===== src/design/bfvr_pkg.sv =====
// Types, codes and constants shared by the bit reader modules.
`default_nettype none

package bfvr_pkg;

  // Default sizes, handed down as top level parameter defaults.
  localparam int DEF_BUF_BYTES  = 4096;
  localparam int DEF_MAX_CHUNKS = 8;

  // Fixed widths of the interface and internal counters.
  localparam int CFG_W      = 13;
  localparam int PTR_W      = 16;
  localparam int NEED_W     = 18;
  localparam int CHUNK_BITS = 4;
  localparam int MAX_FIXED  = 32;

  // Item modes.
  typedef enum logic [2:0] {
    MODE_LOAD   = 3'd0,
    MODE_REWIND = 3'd1,
    MODE_FIXED  = 3'd2,
    MODE_VLI5   = 3'd3,
    MODE_SVLI5  = 3'd4
  } mode_t;

  // Result status codes.
  typedef enum logic [1:0] {
    ST_OK  = 2'd0,
    ST_END = 2'd1,
    ST_OVF = 2'd2
  } status_t;

  // Controller states.
  typedef enum logic [2:0] {
    S_IDLE,
    S_START,
    S_FETCH,
    S_TAKE,
    S_FINISH
  } state_t;

  // Parsing phase of a read.
  typedef enum logic [1:0] {
    PH_SIGN,
    PH_PREFIX,
    PH_DATA
  } phase_t;

  // Commands from the controller to the datapath.
  typedef struct packed {
    logic   capture;
    logic   start;
    logic   fetch;
    logic   take;
    logic   out_load;
    phase_t phase;
  } dp_cmd_t;

  // Status from the datapath to the controller.
  typedef struct packed {
    logic [2:0] mode;
    logic       fix_fail;
    logic       cnt_zero;
    logic       at_end;
    logic       zero_found;
    logic       data_last;
  } dp_sts_t;

endpackage

`default_nettype wire


===== src/design/bfvr_ctrl.sv =====
// Controller state machine of the bit reader: sequences fetch and take steps.
`default_nettype none

module bfvr_ctrl import bfvr_pkg::*; (
  input  wire logic    clk,
  input  wire logic    rst,
  input  wire logic    in_valid,
  output logic         in_stall,
  output logic         out_valid,
  input  wire logic    out_stall,
  input  wire dp_sts_t st,
  output dp_cmd_t      cmd
);

  state_t state, state_next;
  phase_t phase, phase_next;
  logic   out_free;

  // State, phase and result valid registers.
  always_ff @(posedge clk) begin
    if (rst) begin
      state     <= S_IDLE;
      phase     <= PH_DATA;
      out_valid <= 1'b0;
    end else begin
      state <= state_next;
      phase <= phase_next;
      if (cmd.out_load) begin
        out_valid <= 1'b1;
      end else if (out_valid && !out_stall) begin
        out_valid <= 1'b0;
      end
    end
  end

  assign out_free = !out_valid || !out_stall;

  // Next state and datapath commands.
  always_comb begin
    state_next = state;
    phase_next = phase;
    cmd        = '0;
    cmd.phase  = phase;
    in_stall   = (state != S_IDLE);
    case (state)
      S_IDLE: begin
        if (in_valid) begin
          cmd.capture = 1'b1;
          state_next  = S_START;
        end
      end
      S_START: begin
        cmd.start = 1'b1;
        case (st.mode)
          MODE_FIXED: begin
            if (st.fix_fail || st.cnt_zero) begin
              state_next = S_FINISH;
            end else begin
              phase_next = PH_DATA;
              state_next = S_FETCH;
            end
          end
          MODE_VLI5: begin
            phase_next = PH_PREFIX;
            state_next = S_FETCH;
          end
          MODE_SVLI5: begin
            phase_next = PH_SIGN;
            state_next = S_FETCH;
          end
          default: begin
            state_next = S_FINISH;
          end
        endcase
      end
      S_FETCH: begin
        cmd.fetch = 1'b1;
        // Running out of buffer ends the read here.
        state_next = st.at_end ? S_FINISH : S_TAKE;
      end
      S_TAKE: begin
        cmd.take = 1'b1;
        case (phase)
          PH_SIGN: begin
            phase_next = PH_PREFIX;
            state_next = S_FETCH;
          end
          PH_PREFIX: begin
            if (st.zero_found) begin
              phase_next = PH_DATA;
            end
            state_next = S_FETCH;
          end
          PH_DATA: begin
            state_next = st.data_last ? S_FINISH : S_FETCH;
          end
          default: begin
            state_next = S_FINISH;
          end
        endcase
      end
      S_FINISH: begin
        if (out_free) begin
          cmd.out_load = 1'b1;
          state_next   = S_IDLE;
        end
      end
      default: begin
        state_next = S_IDLE;
      end
    endcase
  end

endmodule

`default_nettype wire


===== config.mk =====
export PLATFORM = sky130hd
export DESIGN_NAME = bfvr_ctrl
export DESIGN_NICKNAME = d
export VERILOG_FILES = /design/src/design/bfvr_pkg.sv /design/src/design/bfvr_ctrl.sv
export SDC_FILE = /design/constraint.sdc
export NUM_CORES = 1
export LEC_CHECK = 0
export ABC_AREA = 1
export BUFFER_PORTS_ARGS = -buffer_cell sky130_fd_sc_hd__buf_2
export CORE_AREA = 2 2 39 41
export CTS_BUF_LIST = sky130_fd_sc_hd__clkbuf_8
export DETAILED_ROUTE_END_ITERATION = 7
export DIE_AREA = 0 0 41 43
export GPL_ROUTABILITY_DRIVEN = 0
export SETUP_SLACK_MARGIN = 0.3
export SLEW_MARGIN = 40
export SYNTH_ARGS = -nofsm -noshare
export SYNTH_HDL_FRONTEND = slang
export SYNTH_SLANG_ARGS = --single-unit

===== constraint.sdc =====
create_clock -name clk -period 1.15 [get_ports clk]
set_input_delay 0.2875 -clock clk [delete_from_list [all_inputs] [get_ports clk]]
set_output_delay 0.2875 -clock clk [all_outputs]
set_load 0.01 [all_outputs]

Word-level counts from Yosys, hierarchy flattened

Index checks and enable logic that the tools add are counted.

Reduce and logical (&&, ||, !) cells: 14
Mux-type cells: 22
Equality and inequality tests: 15

Operators by type and width:

| cell                 | count |
|---|---|
| $mux W3              | 5 |
| $pmux W3 S5          | 1 |
| $eq A3 B2 Y1 const B | 4 |
| $pmux W3 S2          | 2 |
| $mux W1              | 9 |
| $pmux W2 S2          | 2 |
| $eq A3 B3 Y1 const B | 2 |
| $ne A3 B3 Y1 const B | 2 |
| $pmux W2 S3          | 1 |
| $reduce_and A5 Y1    | 1 |
| $mux W2              | 2 |
| $ne A2 B2 Y1 const B | 2 |
| $ne A4 B1 Y1 const B | 1 |
| $reduce_bool A2 Y1   | 2 |
| $reduce_or A2 Y1     | 2 |
| $eq A3 B1 Y1 const B | 1 |
| $logic_not A3 Y1     | 1 |
| $ne A3 B1 Y1 const B | 1 |
| $reduce_bool A3 Y1   | 1 |
| $eq A2 B1 Y1 const B | 1 |
| $eq A2 B2 Y1 const B | 1 |
| $logic_not A1 Y1     | 2 |
| $logic_not A2 Y1     | 1 |
| $logic_or A1 B1 Y1   | 2 |
| other kinds (2)      | 2 |

Input port bits: 12
Register bits: 6
Logic and storage cells: 54
Output and inout port bits: 9

Depth between registers and ports, before layout

Depth after elaboration: 5
Mapped depth: 8
Mapped depth without buffers: 8

Worst setup path after synthesis

No wires, ideal clock.

Path kind: register to output
From: reg state[2]
To: out cmd[2] (netlist bit)
Setup slack: -0.034 ns
Data arrival time: 0.897 ns
Stages on the path, launching flop included: 5
Data required time: 0.863 ns
Cell sequence: dfxtp_1 inv_1 nor3_1 inv_1 nor2_1

RTL lines:

| element                | RTL line        | RTL |
|---|---|---|
| from (decl)            | bfvr_ctrl.sv:15 | `state_t state, state_next;` |
| from (signal assigned) | bfvr_ctrl.sv:26 | `state <= state_next;` |
| to (decl)              | bfvr_ctrl.sv:12 | `output dp_cmd_t cmd` |

==> results by group <==
Worst setup path
  • WP depth: 4
  • Family with the most delay on the worst path: flip-flops
  • Worst-path cell chain: nor2_1 -> nand2_2 -> nor2_2 -> buf_2
  • Maximum fanout along the worst path: 5
  • R2R depth: 7
  • Setup Crit Path Kind: reg -> out
  • CP max stage cell: dfxtp_4
  • Max stage delay on crit path: 0.37 ns
  • Critical Path RT: 0.86 ns
  • WP data arrival: 1.06 ns
  • Crit end category: output port
  • Buffer and inverter count on the worst path: 1
  • Critical Path Source Type: register

Die
  • Starting Density: 31.2%
  • Die Span X: 41 µm
  • Die height: 43 µm
  • Placeable Area: 1380 µm²
  • Boundary pin count: 21
  • Die Footprint: 1760 µm²
  • Cell row count: 14

CTS
  • H-tree levels: 1
  • CTS Buf Count: 3
  • Clk_lat worst skew: 0.23 ns
  • CTS tree: done
  • Root Driver: clkbuf_8
  • Reg clk slew, reported paths: 0.05 ns
  • Sink Count: 6
  • # hold bufs at CTS: 0
  • Clk buf depth: 2

GRT
  • Vias in the first global route: 530
  • Initial antenna violation count: 0
  • First-pass GRT wire length: 2050 µm
  • Grt ovf: 0
  • Total GRT Usage: 17.6%
  • Largest net degree at the start of global routing: 6

Timing
  • Final setup violating endpoints: 9
  • Minimum clock period after layout: 1.34 ns
  • RSZ-0062 raised after global routing: yes
  • Worst hold slack: 0.273 ns
  • PnR worst setup slack: -0.194 ns
  • Relative slew slack: 84.0%
  • Final Hold Fails: 0
  • Tightest Pin Transition: 0.238 ns
  • Period utilisation layout: 117%
  • Skew final: 0.0141 ns
  • Max-slew violations: 0
  • Fmax: 0.744 GHz

Run status
  • Run status: complete, but fails checks
  • Failing checks: negative setup slack

Final layout
  • Antenna fix cells: 0
  • Layout area overhead: 78.3%
  • FF/Latch Area: 138 µm²
  • Ratio of cells with drive above 1 in the final layout: 58.4%
  • Area of the multi-input gates: 325 µm²
  • Final net count: 114
  • Fill cell count: 131

Drt
  • Routed wl met2: 697 µm
  • DRC viols: 0
  • Initial DRC Count: 9
  • DR vias: 531
  • Met3 WL: 44 µm
  • Highest Signal Layer: met4
  • Post-Route M1 WL: 555 µm
  • First-pass DRT Iterations: 4
  • Wire per inst: 11.3 µm
  • Remaining antenna violation count: 0
  • Number of vias per cell: 4.54
  • Total Wirelength: 1330 µm

Synthesis
  • #FFs+latches synth: 6
  • Mapped Cells: 70
  • Netlist cell types: 16
  • Synth warn: 0
  • Cell Area, Synth: 432 µm²
  • Synthesized Nets: 82
  • Sequential fraction of the synthesis area: 27.8%
  • Syn_area_per_cell: 6.17 µm²

Placement
  • Detailed placement HPWL: 824 µm
  • Port buffer count: 20
  • Dpl ws: 0.0232 ns

Power
  • Leak Pwr: 0.385 nW
  • PD cells: 1310 nW/µm²
  • Maximum vdd drop: 1.39 mV

Hold path
  • Worst hold path depth: 2
  • Hold Crit Class: in -> reg

Job
  • Max Cap Viol: 0
-- registers in the layout, summed over array words and instances (netlist names) --
register	flops
out_valid	1
phase	2
state	3
-- routing by layer --
metal | track usage, % | vias up
met5 | 0 | -
met4 | 8.00 | 0
met3 | 6.81 | 2
met2 | 27.5 | 9
met1 | 20.1 | 234
li1 | - | 286
-- cells in the mapped netlist --
cell      count  area [µm²]
a211oi_2      1        12.5
a21oi_1       4        20.0
a31oi_1       1        6.26
dfxtp_1       6         120
inv_1        12        45.0
inv_2         1        3.75
nand2_1      18        67.6
nand2_2       3        18.8
nand3_1       5        25.0
nand3_2       3        30.0
nor2_1        8        30.0
nor2_2        1        6.26
nor2_4        1        11.3
nor3_1        1        5.00
nor3_2        1        10.0
o21ai_0       4        20.0
-- worst register-to-register path, stage by stage, from the launching register on --
cell	delay (ns)
dfxtp_4	0.40
buf_4	0.14
nand2_4	0.06
nor2_4	0.09
buf_4	0.13
nand3_4	0.11
a21oi_2	0.15
nor2_1	0.06
-- final timing paths --
kind	to	slack, ns	start
setup reg to reg	phase[0]$_SDFFE_PP0P_	-0.11	state[0]$_SDFFE_PP0P_
setup / recovery	cmd[6]	-0.19	state[0]$_SDFFE_PP0P_
hold / removal	state[1]$_SDFFE_PP0P_	0.27	rst
hold reg to reg	out_valid$_SDFFE_PP0P_	0.49	out_valid$_SDFFE_PP0P_
-- placed cells by master, fill, tap and decap left out, types with 2 or more instances in the layout --
| cell type | netlist | layout |
|---|---|---|
| nand2_1 | 18 | 16 |
| buf_2 | 0 | 15 |
| inv_1 | 12 | 10 |
| nor2_1 | 8 | 6 |
| buf_6 | 0 | 6 |
| buf_4 | 0 | 6 |
| nand2_2 | 3 | 4 |
| nand3_2 | 3 | 4 |
| dfxtp_4 | 0 | 4 |
| inv_2 | 1 | 3 |
| o21ai_0 | 4 | 3 |
| nand3_1 | 5 | 3 |
| clkbuf_8 | 0 | 3 |
| nor3_4 | 0 | 2 |
| nor2_2 | 1 | 2 |
| nor2_4 | 1 | 2 |
| a21oi_1 | 4 | 2 |
| a21oi_2 | 0 | 2 |
| dfxtp_2 | 0 | 2 |
-- layout make-up --
class / instances / area share [%]
clock buffers: 3 / 5.37
clock inverters: 1 / 0.488
inverters: 13 / 6.99
multi-input cells: 51 / 42.3
flip-flops and latches: 6 / 17.9
well taps: 16 / 2.60
repair buffers: 27 / 24.4
-- kinds of logic (layout without fill, tap and decap cells) --
| group | after synthesis | after routing | synth area share [%] |
|---|---|---|---|
| and+or+nand+nor | 41 | 41 | 47.2 |
| buffers and inverters | 13 | 44 | 11.3 |
| AOI/OAI and AO/OA | 10 | 10 | 13.6 |
| DFF | 6 | 6 | 27.8 |
-- report_power, final --
part	switching (mW)	internal (mW)
clock network	0.104	0.231
logic	0.200	0.178
registers	0.0486	0.243
-- through the flow --
step / std cells / cell area [µm²] / setup TNS [ns] / power, mW / util, %
after global placement: 106 / 587 / 0 / 0.540 / 42.4
final: 117 / 769 / -1.16 / 1.00 / 55.6
after detailed placement: 106 / 587 / 0 / 0.542 / 42.4
after floorplan: 70 / 467 / 0 / 0.452 / -
after CTS: 117 / 753 / -0.816 / 0.978 / 54.4
after global routing: 117 / 769 / -1.58 / 1.06 / 55.6
-- what timing repair did --
action | in CTS | in global routing
endpoints found under the setup margin | 14 | 15
resized for setup | 19 | 4
setup buffers | 7 | 0
pin swaps | 5 | 0
Note: power is estimated with default switching activity, not from simulation.
